**config.mk**
```make
export PLATFORM = sky130hd
export DESIGN_NAME = bradley_terry_lambda_update
export DESIGN_NICKNAME = d
export VERILOG_FILES = /design/src/btl_pkg.sv /design/src/btl_div.sv /design/src/btl_dp.sv /design/src/btl_ctrl.sv /design/src/bradley_terry_lambda_update.sv
export SDC_FILE = /design/constraint.sdc
export NUM_CORES = 1
export LEC_CHECK = 0
export BUFFER_PORTS_ARGS = -buffer_cell sky130_fd_sc_hd__buf_2
export CELL_PAD_IN_SITES_DETAIL_PLACEMENT = 1
export CELL_PAD_IN_SITES_GLOBAL_PLACEMENT = 1
export CORE_MARGIN = 1
export CORE_UTILIZATION = 46
export CTS_BUF_LIST = sky130_fd_sc_hd__clkbuf_4 sky130_fd_sc_hd__clkbuf_8
export DETAILED_ROUTE_END_ITERATION = 7
export GPL_ROUTABILITY_DRIVEN = 0
export PLACE_DENSITY_LB_ADDON = 0.1
export SLEW_MARGIN = 20
export SYNTH_ARGS = -nofsm -noshare
export SYNTH_HDL_FRONTEND = slang
export SYNTH_SLANG_ARGS = --single-unit
export TNS_END_PERCENT = 30
```
**constraint.sdc**
```tcl
create_clock -name clk -period 6.8 [get_ports clk]
set_clock_uncertainty 0.05 [all_clocks]
set_input_delay 0.34 -clock clk [delete_from_list [all_inputs] [get_ports clk]]
set_output_delay 0.34 -clock clk [all_outputs]
set_load 0.01 [all_outputs]
```
**src/btl_pkg.sv**
```systemverilog
// ----------------------------------------------------------------------------
// btl_pkg
// Types and fixed constants shared by the strength update block: payload
// structs, controller command and status groups, widths and status codes.
// ----------------------------------------------------------------------------
package btl_pkg;

    // Fixed widths of the arithmetic
    localparam int SUM_W       = 60;   // reciprocal sum, 32 fractional bits
    localparam int DEN_W       = 61;   // rate * 2^32 + reciprocal sum
    localparam int WIN_W       = 11;   // win counter
    localparam int NUM_W       = 12;   // shape - 1 + wins
    localparam int RECIP_FRAC  = 32;   // fractional bits of one reciprocal
    localparam int FINAL_STEPS = 32;   // quotient bits of the final division
    localparam int WIN_MAX     = 2047;

    typedef logic [31:0]        lambda_t;
    typedef logic [32:0]        ssum_t;
    typedef logic [SUM_W-1:0]   sum_t;
    typedef logic [DEN_W-1:0]   den_t;
    typedef logic [WIN_W-1:0]   win_t;
    typedef logic [NUM_W-1:0]   num_t;
    typedef logic [7:0]         cfg_t;
    typedef logic [1:0]         status_t;
    typedef logic               cfg_idx_t;

    // Result status codes
    localparam status_t ST_OK   = 2'd0;
    localparam status_t ST_SAT  = 2'd1;
    localparam status_t ST_DIV0 = 2'd2;

    // Configuration register indexes
    localparam cfg_idx_t CFG_SHAPE = 1'b0;
    localparam cfg_idx_t CFG_RATE  = 1'b1;

    localparam lambda_t LAMBDA_MAX = 32'hFFFF_FFFF;

    // One comparison record
    typedef struct packed {
        logic    choose;
        lambda_t opponent_lambda;
        lambda_t own_lambda;
        logic    last;
    } item_t;

    // One updated strength
    typedef struct packed {
        lambda_t new_lambda;
        status_t status;
    } result_t;

    // Controller to datapath
    typedef struct packed {
        logic load_item;
        logic mark_zero;
        logic div_recip;
        logic acc;
        logic load_den;
        logic div_final;
        logic emit_err;
        logic emit_sat;
        logic emit_ok;
    } ctrl_cmd_t;

    // Datapath to controller
    typedef struct packed {
        logic s_zero;
        logic s_one;
        logic last;
        logic div_done;
        logic no_divide;
        logic r0_ge_den;
    } dp_status_t;

endpackage

```
**src/btl_div.sv**
```systemverilog
// ----------------------------------------------------------------------------
// btl_div
// Shared radix-2 restoring divider. Loads a remainder below the divisor and
// shifts in zero bits, one quotient bit per cycle, for a given step count.
// ----------------------------------------------------------------------------
module btl_div #(
    parameter int QW = 48,
    parameter int CW = 6
) (
    input  logic                clk,
    input  logic                rst_n,
    input  logic                start,
    input  logic [CW-1:0]       steps,
    input  btl_pkg::den_t       rem_init,
    input  btl_pkg::den_t       divisor,
    output logic                done,
    output logic [QW-1:0]       quo
);

    logic                running_reg, running_next;
    logic [CW-1:0]       cnt_reg, cnt_next;
    btl_pkg::den_t       rem_reg, rem_next;
    btl_pkg::den_t       div_reg, div_next;
    logic [QW-1:0]       quo_reg, quo_next;
    logic [btl_pkg::DEN_W:0] shifted;
    logic [btl_pkg::DEN_W:0] diff;

    // Trial subtract of the doubled remainder
    always_comb
    begin
        shifted = {rem_reg, 1'b0};
        diff    = shifted - {1'b0, div_reg};
    end

    // Advance one quotient bit per cycle
    always_comb
    begin
        running_next = running_reg;
        cnt_next     = cnt_reg;
        rem_next     = rem_reg;
        div_next     = div_reg;
        quo_next     = quo_reg;
        if (start)
        begin
            running_next = 1'b1;
            cnt_next     = steps;
            rem_next     = rem_init;
            div_next     = divisor;
            quo_next     = '0;
        end
        else if (running_reg)
        begin
            if (shifted >= {1'b0, div_reg})
            begin
                rem_next = diff[btl_pkg::DEN_W-1:0];
                quo_next = {quo_reg[QW-2:0], 1'b1};
            end
            else
            begin
                rem_next = shifted[btl_pkg::DEN_W-1:0];
                quo_next = {quo_reg[QW-2:0], 1'b0};
            end
            cnt_next = cnt_reg - CW'(1);
            if (cnt_reg == CW'(1))
            begin
                running_next = 1'b0;
            end
        end
    end

    always_ff @(posedge clk or negedge rst_n)
    begin
        if (!rst_n)
        begin
            running_reg <= 1'b0;
            cnt_reg     <= '0;
        end
        else
        begin
            running_reg <= running_next;
            cnt_reg     <= cnt_next;
        end
    end

    always_ff @(posedge clk)
    begin
        rem_reg <= rem_next;
        div_reg <= div_next;
        quo_reg <= quo_next;
    end

    // Last step runs in this cycle; quotient is ready on the next
    assign done = running_reg && (cnt_reg == CW'(1));
    assign quo  = quo_reg;

endmodule

```
**src/btl_dp.sv**
```systemverilog
// ----------------------------------------------------------------------------
// btl_dp
// Datapath: configuration registers, record registers, win counter,
// saturating reciprocal sum, final operands and the result register.
// ----------------------------------------------------------------------------
module btl_dp #(
    parameter int MAX_HITS         = 1024,
    parameter int LAMBDA_FRAC_BITS = 16
) (
    input  logic                  clk,
    input  logic                  rst_n,
    input  logic                  cfg_we,
    input  btl_pkg::cfg_idx_t     cfg_index,
    input  btl_pkg::cfg_t         cfg_data,
    input  btl_pkg::item_t        item,
    input  btl_pkg::ctrl_cmd_t    cmd,
    output btl_pkg::dp_status_t   sts,
    output btl_pkg::result_t      result,
    output logic                  result_valid
);

    localparam int QW = LAMBDA_FRAC_BITS + btl_pkg::RECIP_FRAC;
    localparam int CW = $clog2(QW + 1);
    localparam btl_pkg::win_t WIN_CAP =
        btl_pkg::win_t'((MAX_HITS < btl_pkg::WIN_MAX) ? MAX_HITS : btl_pkg::WIN_MAX);

    btl_pkg::cfg_t    shape_reg, shape_next;
    btl_pkg::cfg_t    rate_reg, rate_next;
    btl_pkg::win_t    win_reg, win_next;
    btl_pkg::sum_t    sum_reg, sum_next;
    logic             zero_seen_reg, zero_seen_next;
    logic             valid_reg, valid_next;
    btl_pkg::ssum_t   s_reg;
    logic             last_reg;
    btl_pkg::den_t    den_reg;
    btl_pkg::num_t    num_reg;
    btl_pkg::result_t result_reg, result_next;

    btl_pkg::cfg_t    shape_m1;
    btl_pkg::num_t    num_calc;
    btl_pkg::den_t    r0;
    btl_pkg::den_t    sum_ext;
    logic [QW:0]      term;
    logic             div_start;
    logic [CW-1:0]    div_steps;
    btl_pkg::den_t    div_rem_init;
    btl_pkg::den_t    div_divisor;
    logic             div_done;
    logic [QW-1:0]    div_quo;

    // Shared divider
    btl_div #(
        .QW (QW),
        .CW (CW)
    ) u_div (
        .clk      (clk),
        .rst_n    (rst_n),
        .start    (div_start),
        .steps    (div_steps),
        .rem_init (div_rem_init),
        .divisor  (div_divisor),
        .done     (div_done),
        .quo      (div_quo)
    );

    // Select divider operands: reciprocal of the strength sum or final quotient
    always_comb
    begin
        r0        = btl_pkg::den_t'(num_reg) << LAMBDA_FRAC_BITS;
        div_start = cmd.div_recip || cmd.div_final;
        if (cmd.div_final)
        begin
            div_steps    = CW'(btl_pkg::FINAL_STEPS);
            div_rem_init = r0;
            div_divisor  = den_reg;
        end
        else
        begin
            div_steps    = CW'(QW);
            div_rem_init = btl_pkg::den_t'(1);
            div_divisor  = btl_pkg::den_t'(s_reg);
        end
    end

    // Reciprocal term and saturating accumulate
    always_comb
    begin
        term    = (s_reg == btl_pkg::ssum_t'(1)) ? {1'b1, {QW{1'b0}}} : {1'b0, div_quo};
        sum_ext = btl_pkg::den_t'(sum_reg) + btl_pkg::den_t'(term);
    end

    // Numerator: shape zero counts as one
    always_comb
    begin
        shape_m1 = (shape_reg == '0) ? '0 : shape_reg - btl_pkg::cfg_t'(1);
        num_calc = btl_pkg::num_t'(win_reg) + btl_pkg::num_t'(shape_m1);
    end

    // Next-state of configuration, accumulators and result
    always_comb
    begin
        shape_next     = shape_reg;
        rate_next      = rate_reg;
        win_next       = win_reg;
        sum_next       = sum_reg;
        zero_seen_next = zero_seen_reg;
        valid_next     = 1'b0;
        result_next    = result_reg;

        if (cfg_we)
        begin
            case (cfg_index)
                btl_pkg::CFG_SHAPE: shape_next = cfg_data;
                btl_pkg::CFG_RATE:  rate_next  = cfg_data;
                default: ;
            endcase
        end

        if (cmd.load_item && item.choose && (win_reg < WIN_CAP))
        begin
            win_next = win_reg + btl_pkg::win_t'(1);
        end
        if (cmd.mark_zero)
        begin
            zero_seen_next = 1'b1;
        end
        if (cmd.acc)
        begin
            sum_next = sum_ext[btl_pkg::SUM_W] ? '1 : sum_ext[btl_pkg::SUM_W-1:0];
        end

        if (cmd.emit_err || cmd.emit_sat || cmd.emit_ok)
        begin
            valid_next     = 1'b1;
            win_next       = '0;
            sum_next       = '0;
            zero_seen_next = 1'b0;
            if (cmd.emit_err)
            begin
                result_next.new_lambda = '0;
                result_next.status     = btl_pkg::ST_DIV0;
            end
            else if (cmd.emit_sat)
            begin
                result_next.new_lambda = btl_pkg::LAMBDA_MAX;
                result_next.status     = btl_pkg::ST_SAT;
            end
            else
            begin
                result_next.new_lambda = div_quo[31:0];
                result_next.status     = btl_pkg::ST_OK;
            end
        end
    end

    always_ff @(posedge clk or negedge rst_n)
    begin
        if (!rst_n)
        begin
            shape_reg     <= btl_pkg::cfg_t'(1);
            rate_reg      <= btl_pkg::cfg_t'(1);
            win_reg       <= '0;
            sum_reg       <= '0;
            zero_seen_reg <= 1'b0;
            valid_reg     <= 1'b0;
        end
        else
        begin
            shape_reg     <= shape_next;
            rate_reg      <= rate_next;
            win_reg       <= win_next;
            sum_reg       <= sum_next;
            zero_seen_reg <= zero_seen_next;
            valid_reg     <= valid_next;
        end
    end

    // Hold record, final operands and result payload
    always_ff @(posedge clk)
    begin
        if (cmd.load_item)
        begin
            s_reg    <= btl_pkg::ssum_t'(item.own_lambda) + btl_pkg::ssum_t'(item.opponent_lambda);
            last_reg <= item.last;
        end
        if (cmd.load_den)
        begin
            den_reg <= (btl_pkg::den_t'(rate_reg) << btl_pkg::RECIP_FRAC)
                       + btl_pkg::den_t'(sum_reg);
            num_reg <= num_calc;
        end
        result_reg <= result_next;
    end

    // Status towards the controller
    always_comb
    begin
        sts.s_zero    = (s_reg == '0);
        sts.s_one     = (s_reg == btl_pkg::ssum_t'(1));
        sts.last      = last_reg;
        sts.div_done  = div_done;
        sts.no_divide = zero_seen_reg || (den_reg == '0);
        sts.r0_ge_den = (r0 >= den_reg);
    end

    assign result       = result_reg;
    assign result_valid = valid_reg;

endmodule

```
**src/btl_ctrl.sv**
```systemverilog
// ----------------------------------------------------------------------------
// btl_ctrl
// Controller: sequences one record through reciprocal and accumulate, and on
// the last record through the final division and result transfer.
// ----------------------------------------------------------------------------
module btl_ctrl (
    input  logic                  clk,
    input  logic                  rst_n,
    input  logic                  start,
    input  btl_pkg::dp_status_t   sts,
    output btl_pkg::ctrl_cmd_t    cmd,
    output logic                  busy
);

    localparam logic [3:0] S_IDLE  = 4'd0;
    localparam logic [3:0] S_CHECK = 4'd1;
    localparam logic [3:0] S_RECIP = 4'd2;
    localparam logic [3:0] S_ACCUM = 4'd3;
    localparam logic [3:0] S_NEXT  = 4'd4;
    localparam logic [3:0] S_LDDEN = 4'd5;
    localparam logic [3:0] S_TEST  = 4'd6;
    localparam logic [3:0] S_FINAL = 4'd7;
    localparam logic [3:0] S_EMIT  = 4'd8;

    logic [3:0] state_reg, state_next;

    // Next state and commands
    always_comb
    begin
        state_next = state_reg;
        cmd        = '0;
        case (state_reg)
            S_IDLE:
            begin
                if (start)
                begin
                    cmd.load_item = 1'b1;
                    state_next    = S_CHECK;
                end
            end
            S_CHECK:
            begin
                if (sts.s_zero)
                begin
                    cmd.mark_zero = 1'b1;
                    state_next    = S_NEXT;
                end
                else if (sts.s_one)
                begin
                    state_next = S_ACCUM;
                end
                else
                begin
                    cmd.div_recip = 1'b1;
                    state_next    = S_RECIP;
                end
            end
            S_RECIP:
            begin
                if (sts.div_done)
                begin
                    state_next = S_ACCUM;
                end
            end
            S_ACCUM:
            begin
                cmd.acc    = 1'b1;
                state_next = S_NEXT;
            end
            S_NEXT:
            begin
                state_next = sts.last ? S_LDDEN : S_IDLE;
            end
            S_LDDEN:
            begin
                cmd.load_den = 1'b1;
                state_next   = S_TEST;
            end
            S_TEST:
            begin
                if (sts.no_divide)
                begin
                    cmd.emit_err = 1'b1;
                    state_next   = S_IDLE;
                end
                else if (sts.r0_ge_den)
                begin
                    cmd.emit_sat = 1'b1;
                    state_next   = S_IDLE;
                end
                else
                begin
                    cmd.div_final = 1'b1;
                    state_next    = S_FINAL;
                end
            end
            S_FINAL:
            begin
                if (sts.div_done)
                begin
                    state_next = S_EMIT;
                end
            end
            S_EMIT:
            begin
                cmd.emit_ok = 1'b1;
                state_next  = S_IDLE;
            end
            default:
            begin
                state_next = S_IDLE;
            end
        endcase
    end

    always_ff @(posedge clk or negedge rst_n)
    begin
        if (!rst_n)
        begin
            state_reg <= S_IDLE;
        end
        else
        begin
            state_reg <= state_next;
        end
    end

    assign busy = (state_reg != S_IDLE);

endmodule

```
**src/bradley_terry_lambda_update.sv**
```systemverilog
// ----------------------------------------------------------------------------
// bradley_terry_lambda_update
// Sequencing: a record runs an F+32-step reciprocal division (F =
// LAMBDA_FRAC_BITS) on the shared radix-2 divider; a zero or unit sum skips
// it. The last record adds a 32-step final division unless error or saturation.
// Throughput: one record per busy period; the result strobe lasts one cycle.
// Reset: priors return to 1, win count and reciprocal sum clear at once.
// ----------------------------------------------------------------------------
module bradley_terry_lambda_update #(
    parameter int MAX_HITS         = 1024,
    parameter int LAMBDA_FRAC_BITS = 16
) (
    input  logic                clk,
    input  logic                rst_n,
    input  logic                cfg_we,
    input  btl_pkg::cfg_idx_t   cfg_index,
    input  btl_pkg::cfg_t       cfg_data,
    input  logic                start,
    input  btl_pkg::item_t      item,
    output logic                busy,
    output logic                result_valid,
    output btl_pkg::result_t    result
);

    btl_pkg::ctrl_cmd_t  cmd;
    btl_pkg::dp_status_t sts;

    // Sequence control
    btl_ctrl u_ctrl (
        .clk   (clk),
        .rst_n (rst_n),
        .start (start),
        .sts   (sts),
        .cmd   (cmd),
        .busy  (busy)
    );

    // Arithmetic and state
    btl_dp #(
        .MAX_HITS         (MAX_HITS),
        .LAMBDA_FRAC_BITS (LAMBDA_FRAC_BITS)
    ) u_dp (
        .clk          (clk),
        .rst_n        (rst_n),
        .cfg_we       (cfg_we),
        .cfg_index    (cfg_index),
        .cfg_data     (cfg_data),
        .item         (item),
        .cmd          (cmd),
        .sts          (sts),
        .result       (result),
        .result_valid (result_valid)
    );

endmodule
```
* After elaboration in Yosys (flattened, before gate mapping)
Cells that the tools add are included.
Storage, ports and cells: bits of input ports 79, register bits after elaboration 411, word-level logic and storage cells 110
Cells by class: mux-type cells 47, equality and inequality tests 13, magnitude comparators 3, add/sub/neg operators 8, bitwise logic cells 1, reductions and logical operators 19
Operators by type and width (number):
- $mux 61 | 3
- $mux 60 | 3
- $ge 62x61->1 | 1
- $add 40x60->61 | 1
- $add 60x49->61 | 1
- $ge 28x61->1 | 1
- $logic_not 61->1 | 1
- $sub 61x61->61 | 1
- $mux 49 | 1
- $mux 34 | 1
- $add 32x32->33 | 1
- $eq 33x1->1 const B | 1
- $logic_not 33->1 | 1
- $mux 33 | 1
- $pmux 4 s8 | 1
- $mux 28 | 1
- $mux 11 | 2
- $mux 1 | 21
- $eq 4x3->1 const B | 4
- $mux 3 | 5
- $add 11x8->12 | 1
- $mux 4 | 3
- $mux 6 | 2
- $add 11x1->11 const B | 1
- 21 further kinds | 32

* Logic depth before layout (Yosys ltp)
Gate-level depths: netlist (run 1).
word-level depth 7, mapped depth 20

* Hierarchy
From an unflattened synthesis (run 1), not the netlist that was laid out.
Second synthesis, totals: cells, all modules 2785, area total of the unflattened synthesis 26648.1 sq um
By module, submodules not included:
- btl_dp | cells each 1591, seq. area each 6463.7 sq um, times used 1, area each 15300.9 sq um
- btl_div | cells each 1149, seq. area each 4799.6 sq um, times used 1, area each 10954.3 sq um
- btl_ctrl | cells each 45, seq. area each 100.1 sq um, times used 1, area each 392.9 sq um

* Worst setup path before layout (run 1)
OpenSTA, ideal clock, no wires.
kind register to register, start register u_ctrl.state_reg[2], end register u_dp.den_reg[0] (enable), period minus slack after synthesis 6400 ps, stages on the path, launching flop included 4, setup time 594 ps, slack 400 ps, arrival time 5757 ps, path buffers 1, cells stage by stage dfrtp_1 > clkbuf_1 > inv_1 > nor3_1
On the way: cells in the longest elaborated chain, start to end 2
Ends and longest elaborated chain:
- from (decl) | RTL line btl_ctrl.sv:25 | logic [3:0] state_reg, state_next;
- from (signal assigned) | RTL line btl_ctrl.sv:124 | state_reg <= state_next;
- $eq 4x3->1 | RTL line btl_ctrl.sv:32 | case (state_reg)
- $mux 1 | RTL line btl_ctrl.sv:32
- to (signal assigned) | RTL line btl_dp.sv:188 | den_reg <= (btl_pkg::den_t'(rate_reg) << btl_pkg::RECIP_FRAC)
- to (decl) | RTL line btl_dp.sv:35 | btl_pkg::den_t den_reg;
No other way between the ends. A chain may end at the register's enable or synchronous reset.

* Final worst setup path (run 1)
start register u_dp.s_reg[19], end register u_dp.sum_reg[46]
On the way: cells in the longest elaborated chain, start to end 6
Ends and longest elaborated chain:
- from (decl) | RTL line btl_dp.sv:33 | btl_pkg::ssum_t s_reg;
- from (signal assigned) | RTL line btl_dp.sv:183 | s_reg <= btl_pkg::ssum_t'(item.own_lambda) + btl_pkg::ssum_t'(item.opponent_lambda);
- $eq 33x1->1 | RTL line btl_dp.sv:88 | term = (s_reg == btl_pkg::ssum_t'(1)) ? {1'b1, {QW{1'b0}}} : {1'b0, div_quo};
- $mux 49 | RTL line btl_dp.sv:88
- $add 60x49->61 | RTL line btl_dp.sv:89 | sum_ext = btl_pkg::den_t'(sum_reg) + btl_pkg::den_t'(term);
- $mux 60 | RTL line btl_dp.sv:129 | sum_next = sum_ext[btl_pkg::SUM_W] ? '1 : sum_ext[btl_pkg::SUM_W-1:0];
- $mux 60 | RTL line btl_dp.sv:127 | if (cmd.acc)
- $mux 60 | RTL line btl_dp.sv:132 | if (cmd.emit_err || cmd.emit_sat || cmd.emit_ok)
- to (signal assigned) | RTL line btl_dp.sv:172 | sum_reg <= sum_next;
- to (decl) | RTL line btl_dp.sv:30 | btl_pkg::sum_t sum_reg, sum_next;
No other way between the ends. The select of a mux whose other input is x is not followed.

==> results.md, run 1 <==
| Parameter | This run | Unit |
|---|---|---|
| Status | finished, final reports clean | - |
| Slew margin rel. | 0.353 | - |
| Maximum clock rate | 178 | MHz |
| Number of DRC markers in iteration 0 | 1006 | - |
| Height of the die | 238 | um |
| Skew-Pair Late Insertion Delay | 0.69 | ns |
| Maximum single-stage delay on the critical path | 0.58 | ns |
| Residual overflow from global routing | 0 | - |
| Power Internal | 0.00434 | W |
| Clock Tree Buf Depth | 3 | - |
| Setup_tns | 0 | ns |
| Total net switching power | 0.00134 | W |
| Worst path bufs/invs | 1 | - |
| Clock tree from TritonCTS | done | - |
| Number of standard cells after synthesis | 2675 | - |
| Combinational power share | 0.054 | - |
| Type of element capturing the critical path | flop | - |
| Reported leakage power | 12.7 | nW |
| Top cells by area in the synthesized netlist | sky130_fd_sc_hd__edfxtp_1 31%, sky130_fd_sc_hd__dfrtp_1 9.5%, sky130_fd_sc_hd__ha_1 8.5% | - |
| CTS H-Tree Depth | 3 | - |
| Worst IR Drop VDD | 125 | uV |
| Mean area per synthesized cell | 9.61 | um2 |
| Total clock sinks | 411 | - |
| CTS resizes | 0 | - |
| I/O Pins | 115 | - |
| Worst Slack Setup Final | 1.18 | ns |
| Clk slew on worst S/H paths | 0.06 | ns |
| Crit Path Max Fanout | 50 | - |
| Post-placement worst setup slack | 1.24 | ns |
| Post-detailed-placement half-perimeter wirelength | 54500 | um |
| Initial antenna violation count | 1 | - |
| Clock root buffer | sky130_fd_sc_hd__clkbuf_8 | - |
| Sort of element at the start of the critical path | flop | - |
| Total Routed Length | 73200 | um |
| Reg-to-reg setup timing slack | 1.18 | ns |
| Hold_ws | 0.0579 | ns |
| Maximum Capacitance Violations | 0 | - |
| Number of buffers created by CTS | 78 | - |
| Highest-count cells in the layout ignoring fill and taps | 302 x sky130_fd_sc_hd__nand2_1, 265 x sky130_fd_sc_hd__a21oi_1, 263 x sky130_fd_sc_hd__edfxtp_1, 175 x sky130_fd_sc_hd__ha_1, 169 x sky130_fd_sc_hd__nor2_1 | - |
| Count of buffers from port buffering | 114 | - |
| Part of the Yosys area used for sequential elements | 0.442 | - |
| Most common cell on crit path | sky130_fd_sc_hd__o21ai_1 | - |
| Final cell area excluding filler cells | 28800 | um2 |
| Remaining DRCs | 0 | - |
| Initial core utilization | 0.466 | - |
| Placed standard-cell area | 26900 | um2 |
| Layout Area Growth over Synthesis | 12.0 | % |
| Cell family with most CP delay | compound AO/OA/AOI/OAI gates | - |
| Proportion of register bits with asynchronous set or reset after synthesis | 0.243 | - |
| Leading cell type in the layout, fill and taps excluded | sky130_fd_sc_hd__nand2_1 | - |
| Number of core rows | 86 | - |
| Register bit total from synthesis | 411 | - |
| Maximum number of pins on one net before global-route repair | 110 | - |
| Final max-slew violation count | 0 | - |
| Std-Cell Core Area | 55200 | um2 |
| Min-delay worst type | in2reg | - |
| Fin crit share | 0.826 | - |
| Detailed Routing Iterations Pass 1 | 5 | - |
| Tmin final | 5.62 | ns |
| Global-route usage over all layers | 0.258 | - |
| Transition time at the pin with the least slew margin | 0.969 | ns |
| Fraction of power consumed by sequential logic | 0.472 | - |
| DR WL/cell | 20.4 | um |
| Total number of vias | 20.4k | - |
| Switching fraction of total power | 0.236 | - |
| Worst path required time | 7.28 | ns |
| Critical Setup Path Class | reg2reg | - |
| Library cells used by synthesis | 89 | - |
| Number of endpoints failing setup at the final stage | 0 | - |
| Top cell type by total area after synthesis | sky130_fd_sc_hd__edfxtp_1 | - |
| Share of post-route cells with drive strength above 1 | 0.126 | - |
| Net count after synthesis | 2934 | - |
| Sequence of cells on the critical path | nor4_1, nand4_1, nor3_2, buf_4, nor2b_1, ha_1, fa_1, a21o_1, a221oi_2, o21ai_1, a31o_2, a221oi_1, o21ai_1, a311oi_2, o31a_1, o21ai_1, xnor2_1, a21oi_1 | - |
| Commonest register cell after synthesis | sky130_fd_sc_hd__edfxtp_1 | - |
| Wire length of the first global-routing pass | 116000 | um |
| Count of yosys warnings during synthesis | 0 | - |
| Number of antenna-violating nets in the routed design | 0 | - |
| Total standard cell area after synthesis | 25700 | um2 |
| Critical path's slowest cell | sky130_fd_sc_hd__a221oi_1 | - |
| Total Nets Final | 3035 | - |
| Vias in the first global route | 21.3k | - |
| Unrepaired setup endpoints after global routing | no | - |
| Count of flip-flops with a built-in enable after synthesis | 263 | - |
| Vias per std cell | 5.67 | - |
| Chip width | 238 | um |
| Worst endpoint data arrival time | 6.10 | ns |
| Final hold violation count | 0 | - |
| Portion of total power attributed to the clock network | 0.474 | - |
| Floorplan die area | 56800 | um2 |
| Areal power density over the cells | 198 | nW/um2 |
| Area fraction of the dominant cell type after synthesis | 0.307 | - |
## metal layers
metal  share of wire  vias up  global-route usage
met3           0.033      116              0.0360
met4           0.024        0              0.0760
li1                -     9862                   -
met5               0        -                   0
met1            0.47    10040               0.350
met2            0.47      349               0.426
## path summary, 6_finish.rpt
| kind | start | endpoint | cells past startpoint |
|---|---|---|---|
| setup / recovery | u_dp.s_reg[19]$_DFFE_PP_ | u_dp.sum_reg[46]$_DFFE_PN0P_ | 18 |
| hold / removal | start | u_ctrl.state_reg[1]$_DFFE_PN0P_ | 3 |
| setup reg to reg | u_dp.s_reg[19]$_DFFE_PP_ | u_dp.sum_reg[46]$_DFFE_PN0P_ | 18 |
| hold reg to reg | u_dp.sum_reg[29]$_DFFE_PN0P_ | u_dp.den_reg[29]$_DFFE_PP_ | 0 |
| max in group asynchronous | rst_n | u_dp.u_div.running_reg$_DFF_PN0_ | 3 |
| min in group asynchronous | rst_n | u_dp.shape_reg[7]$_DFFE_PN0P_ | 2 |
## power by group through the flow
| stage | Combinational [W] | Sequential (W) | Clock (W) |
|---|---|---|---|
| after global routing | 0.000334 | 0.00268 | 0.00284 |
| after floorplan | 0.000190 | 0.00273 | 0 |
| after global placement | 0.000292 | 0.00273 | 0 |
| final | 0.000307 | 0.00268 | 0.00269 |
| after detailed placement | 0.000300 | 0.00273 | 0 |
| after CTS | 0.000310 | 0.00268 | 0.00275 |
## synth_stat cells, drive strengths merged (48+ instances only)
| cell | instances |
|---|---|
| nor2b | 67 |
| dfrtp | 98 |
| nand2 | 303 |
| ha | 175 |
| mux2i | 58 |
| edfxtp | 263 |
| o21ai | 124 |
| nor2 | 170 |
| dfxtp | 48 |
| a21o | 87 |
| clkbuf | 107 |
| mux2 | 48 |
| xnor2 | 111 |
| xor2 | 71 |
| a21oi | 267 |
| inv | 149 |
| nand3 | 78 |
## metrics by stage
stage | instances | total power (W) | util
floorplan | 2675 | 0.00292 | -
global placement | 3432 | 0.00303 | 0.488
detailed placement | 3432 | 0.00303 | 0.488
CTS | 3588 | 0.00575 | 0.521
global route | 3589 | 0.00586 | 0.521
finish | 3589 | 0.00568 | 0.521
## layout make-up
class	instances	area [um2]
fill	6286	26400
multi-input combinational	1991	13300
sequential	411	11400
clock buffer	114	1360
tap	748	936
timing repair buffer	145	848
inverter	149	562
clock inverter	30	350
antenna	1	2.50
## worst min-delay path, cell delays in order
cell and delay, ns:
sky130_fd_sc_hd__buf_2 0.11, sky130_fd_sc_hd__o21ai_0 0.12, sky130_fd_sc_hd__o21bai_1 0.18
## what timing repair did
item,CTS,global route
endpoints found under the hold margin,50,0
hold buffers,12,0
setup endpoints to repair,0,0
buffers inserted,0,0
## kinds of logic after synthesis
group / share of synthesized area
AOI/OAI and AO/OA: 0.168
xor gates and xnor gates: 0.0620
adders and majority gates: 0.0891
buffers and inverters: 0.0405
DFF: 0.442
muxes: 0.0436
and+or+nand+nor: 0.155
(Power assumes the default switching activity.)
==> inputs of run 2 (changes only) <==
--- a/config.mk
+++ b/config.mk
@@ -9,7 +9,7 @@
 export CELL_PAD_IN_SITES_DETAIL_PLACEMENT = 1
 export CELL_PAD_IN_SITES_GLOBAL_PLACEMENT = 1
 export CORE_MARGIN = 1
-export CORE_UTILIZATION = 46
+export CORE_UTILIZATION = 50
 export CTS_BUF_LIST = sky130_fd_sc_hd__clkbuf_4 sky130_fd_sc_hd__clkbuf_8
 export DETAILED_ROUTE_END_ITERATION = 7
 export GPL_ROUTABILITY_DRIVEN = 0
==> constraint.sdc (replaced) <==
create_clock -name clk -period 5.75 [get_ports clk]
set_clock_uncertainty 0.05 [all_clocks]
set_input_delay 0.2875 -clock clk [delete_from_list [all_inputs] [get_ports clk]]
set_output_delay 0.2875 -clock clk [all_outputs]
set_load 0.01 [all_outputs]
==> results.md, run 2 (same netlist as run 1, synthesis figures left out) <==
| Parameter | This run | Unit | Delta |
|---|---|---|---|
| Status | finished, final reports clean | - |  |
| I/O Pins | 115 | - | unchanged |
| Std-Cell Core Area | 50500 | um2 | -8.6% |
| Sequential cell area | 11400 | um2 | unchanged |
| Maximum Capacitance Violations | 0 | - | unchanged |
| CTS resizes | 0 | - | unchanged |
| Number of core rows | 82 | - | -4.7% |
| Type of element capturing the critical path | flop | - |  |
| Total Nets Final | 3039 | - | +0.13% |
| Number of buffers created by CTS | 76 | - | -2.6% |
| Final max-slew violation count | 0 | - | unchanged |
| Clk slew on worst S/H paths | 0.06 | ns | about the same |
| Sequence of cells on the critical path | nor4_1, nand4_1, nor3_2, buf_4, nor2b_1, ha_1, a21o_1, a221oi_2, o21ai_1, and3_1, a311o_1, a31oi_2, o21ai_2, a32oi_2, nor3_2, buf_4, o21ai_0, nand2_1 | - |  |
| Worst endpoint data arrival time | 5.84 | ns | -0.26 ns |
| Floorplan die area | 52300 | um2 | -7.9% |
| Tmin final | 5.35 | ns | -0.275 ns |
| Worst path bufs/invs | 2 | - | +1 |
| Layout Area Growth over Synthesis | 11.6 | % |  |
| Areal power density over the cells | 231 | nW/um2 | +17% |
| Number of standard cells in the final layout excluding fillers | 3512 | - | -2.1% |
| DR WL/cell | 21.2 | um | +4.2% |
| Post-placement worst setup slack | 0.505 | ns | -0.732 ns |
| Clock tree from TritonCTS | done | - |  |
| Cell family with most CP delay | compound AO/OA/AOI/OAI gates | - |  |
| Maximum number of pins on one net before global-route repair | 165 | - | +50% |
| Min-delay worst type | in2reg | - |  |
| Vias per std cell | 5.90 | - | +4.0% |
| Reported leakage power | 12.7 | nW | about the same |
| Total area of multi-input combinational cells | 13300 | um2 | unchanged |
| Clock root buffer | sky130_fd_sc_hd__clkbuf_8 | - |  |
| Leading cell type in the layout, fill and taps excluded | sky130_fd_sc_hd__nand2_1 | - |  |
| Detailed Routing Iterations Pass 1 | 5 | - | unchanged |
| Post-detailed-placement half-perimeter wirelength | 55500 | um | +1.9% |
| Remaining DRCs | 0 | - | unchanged |
| Worst path required time | 6.24 | ns | -1.04 ns |
| Number of DRC markers in iteration 0 | 1113 | - | +11% |
| Crit Path Max Fanout | 20 | - | -60% |
| Share of post-route cells with drive strength above 1 | 0.127 | - | +0.000794 |
| Worst Slack Setup Final | 0.405 | ns | -0.775 ns |
| Chip width | 229 | um | -4.0% |
| CTS H-Tree Depth | 3 | - | unchanged |
| Worst IR Drop VDD | 275 | uV | +120% |
| Number of endpoints failing setup at the final stage | 0 | - | unchanged |
| Highest-count cells in the layout ignoring fill and taps | 302 x sky130_fd_sc_hd__nand2_1, 265 x sky130_fd_sc_hd__a21oi_1, 263 x sky130_fd_sc_hd__edfxtp_1, 175 x sky130_fd_sc_hd__ha_1, 169 x sky130_fd_sc_hd__nor2_1 | - |  |
| Maximum clock rate | 187 | MHz | +5.1% |
| Vias in the first global route | 22.1k | - | +3.8% |
| Fin crit share | 0.930 | - | +0.103 |
| Hold_ws | 0.0847 | ns | +0.0268 ns |
| Number of antenna-violating nets in the routed design | 0 | - | unchanged |
| Critical path's slowest cell | sky130_fd_sc_hd__nor3_2 | - |  |
| Unrepaired setup endpoints after global routing | no | - |  |
| Residual overflow from global routing | 0 | - | unchanged |
| Setup_tns | 0 | ns | unchanged |
| Slew margin rel. | 0.328 | - | -0.0248 |
| Count of buffers from port buffering | 114 | - | unchanged |
| Total number of vias | 20.7k | - | +1.8% |
| Transition time at the pin with the least slew margin | 1.01 | ns | +0.0394 ns |
| Fill cell instance count of the final layout | 5757 | - | -8.4% |
| Wire length of the first global-routing pass | 120000 | um | +3.2% |
| Sort of element at the start of the critical path | flop | - |  |
| Skew-Pair Late Insertion Delay | 0.67 | ns | -0.02 ns |
| Maximum single-stage delay on the critical path | 0.41 | ns | -0.17 ns |
| Total clock sinks | 411 | - | unchanged |
| Clock Tree Buf Depth | 3 | - | unchanged |
| Initial antenna violation count | 3 | - | +2 |
| Critical Setup Path Class | reg2reg | - |  |
| Number of setup buffers added after CTS | 0 | - | unchanged |
| Final design utilization | 0.568 | - | +0.0471 |
| Total Routed Length | 74600 | um | +2.0% |
| Height of the die | 229 | um | -4.0% |
| Final hold violation count | 0 | - | unchanged |
| Initial core utilization | 0.509 | - | +0.0436 |
| Global-route usage over all layers | 0.287 | - | +0.0294 |
| Placed insts | 3361 | - | -2.1% |
-- run 2: per-layer routing --
metal	wire length (um)	up-vias	share of wire	global-route usage
met5	13	-	0.00017	0
met4	2250	2	0.030	0.0998
met2	35700	464	0.48	0.482
li1	-	9865	-	-
met1	33800	10248	0.45	0.378
met3	2870	146	0.039	0.0417
-- run 2: power breakdown --
part           total, W  switching (W)  internal [W]
Clock           0.00308        0.00129       0.00180
Sequential      0.00317      0.0000185       0.00316
Combinational  0.000365       0.000207      0.000159
-- run 2: path summary, 6_finish.rpt --
kind	from	end	slack [ns]	cells past startpoint
max reg2reg	u_dp.s_reg[5]$_DFFE_PP_	u_dp.sum_reg[15]$_DFFE_PN0P_	0.40	18
max in group asynchronous	rst_n	u_dp.u_div.running_reg$_DFF_PN0_	4.24	3
min in group asynchronous	rst_n	u_dp.sum_reg[59]$_DFFE_PN0P_	0.13	2
min	cfg_index	u_dp.shape_reg[0]$_DFFE_PN1P_	0.08	4
max	u_dp.s_reg[5]$_DFFE_PP_	u_dp.sum_reg[15]$_DFFE_PN0P_	0.40	18
min reg2reg	u_dp.sum_reg[2]$_DFFE_PN0P_	u_dp.den_reg[2]$_DFFE_PP_	0.46	0
-- run 2: layout make-up --
| type | instances | share of cell area |
|---|---|---|
| multi-input cells | 1991 | 0.465 |
| inverters | 149 | 0.0196 |
| well taps | 672 | 0.0293 |
| repair buffers | 151 | 0.0319 |
| clock buffers | 120 | 0.0510 |
| clock inverters | 16 | 0.00672 |
| diodes | 2 | 0.000174 |
| flip-flops and latches | 411 | 0.396 |
-- run 2: what timing repair did --
item / CTS / global route
endpoints found under the setup margin: 0 / 0
endpoints found under the hold margin: 56 / 0
hold buffers: 13 / 0
-- run 2: worst min-delay path, cell delays in order --
cell and delay, ns:
sky130_fd_sc_hd__buf_2 0.09, sky130_fd_sc_hd__nor2b_1 0.18, sky130_fd_sc_hd__nand2_1 0.13, sky130_fd_sc_hd__o21ai_0 0.08
-- run 2: through the flow --
| stage | area [um2] | power (W) |
|---|---|---|
| floorplan | 25700 | 0.00345 |
| global placement | 26900 | 0.00358 |
| detailed placement | 26900 | 0.00359 |
| CTS | 28700 | 0.00669 |
| global route | 28700 | 0.00684 |
| finish | 28700 | 0.00662 |
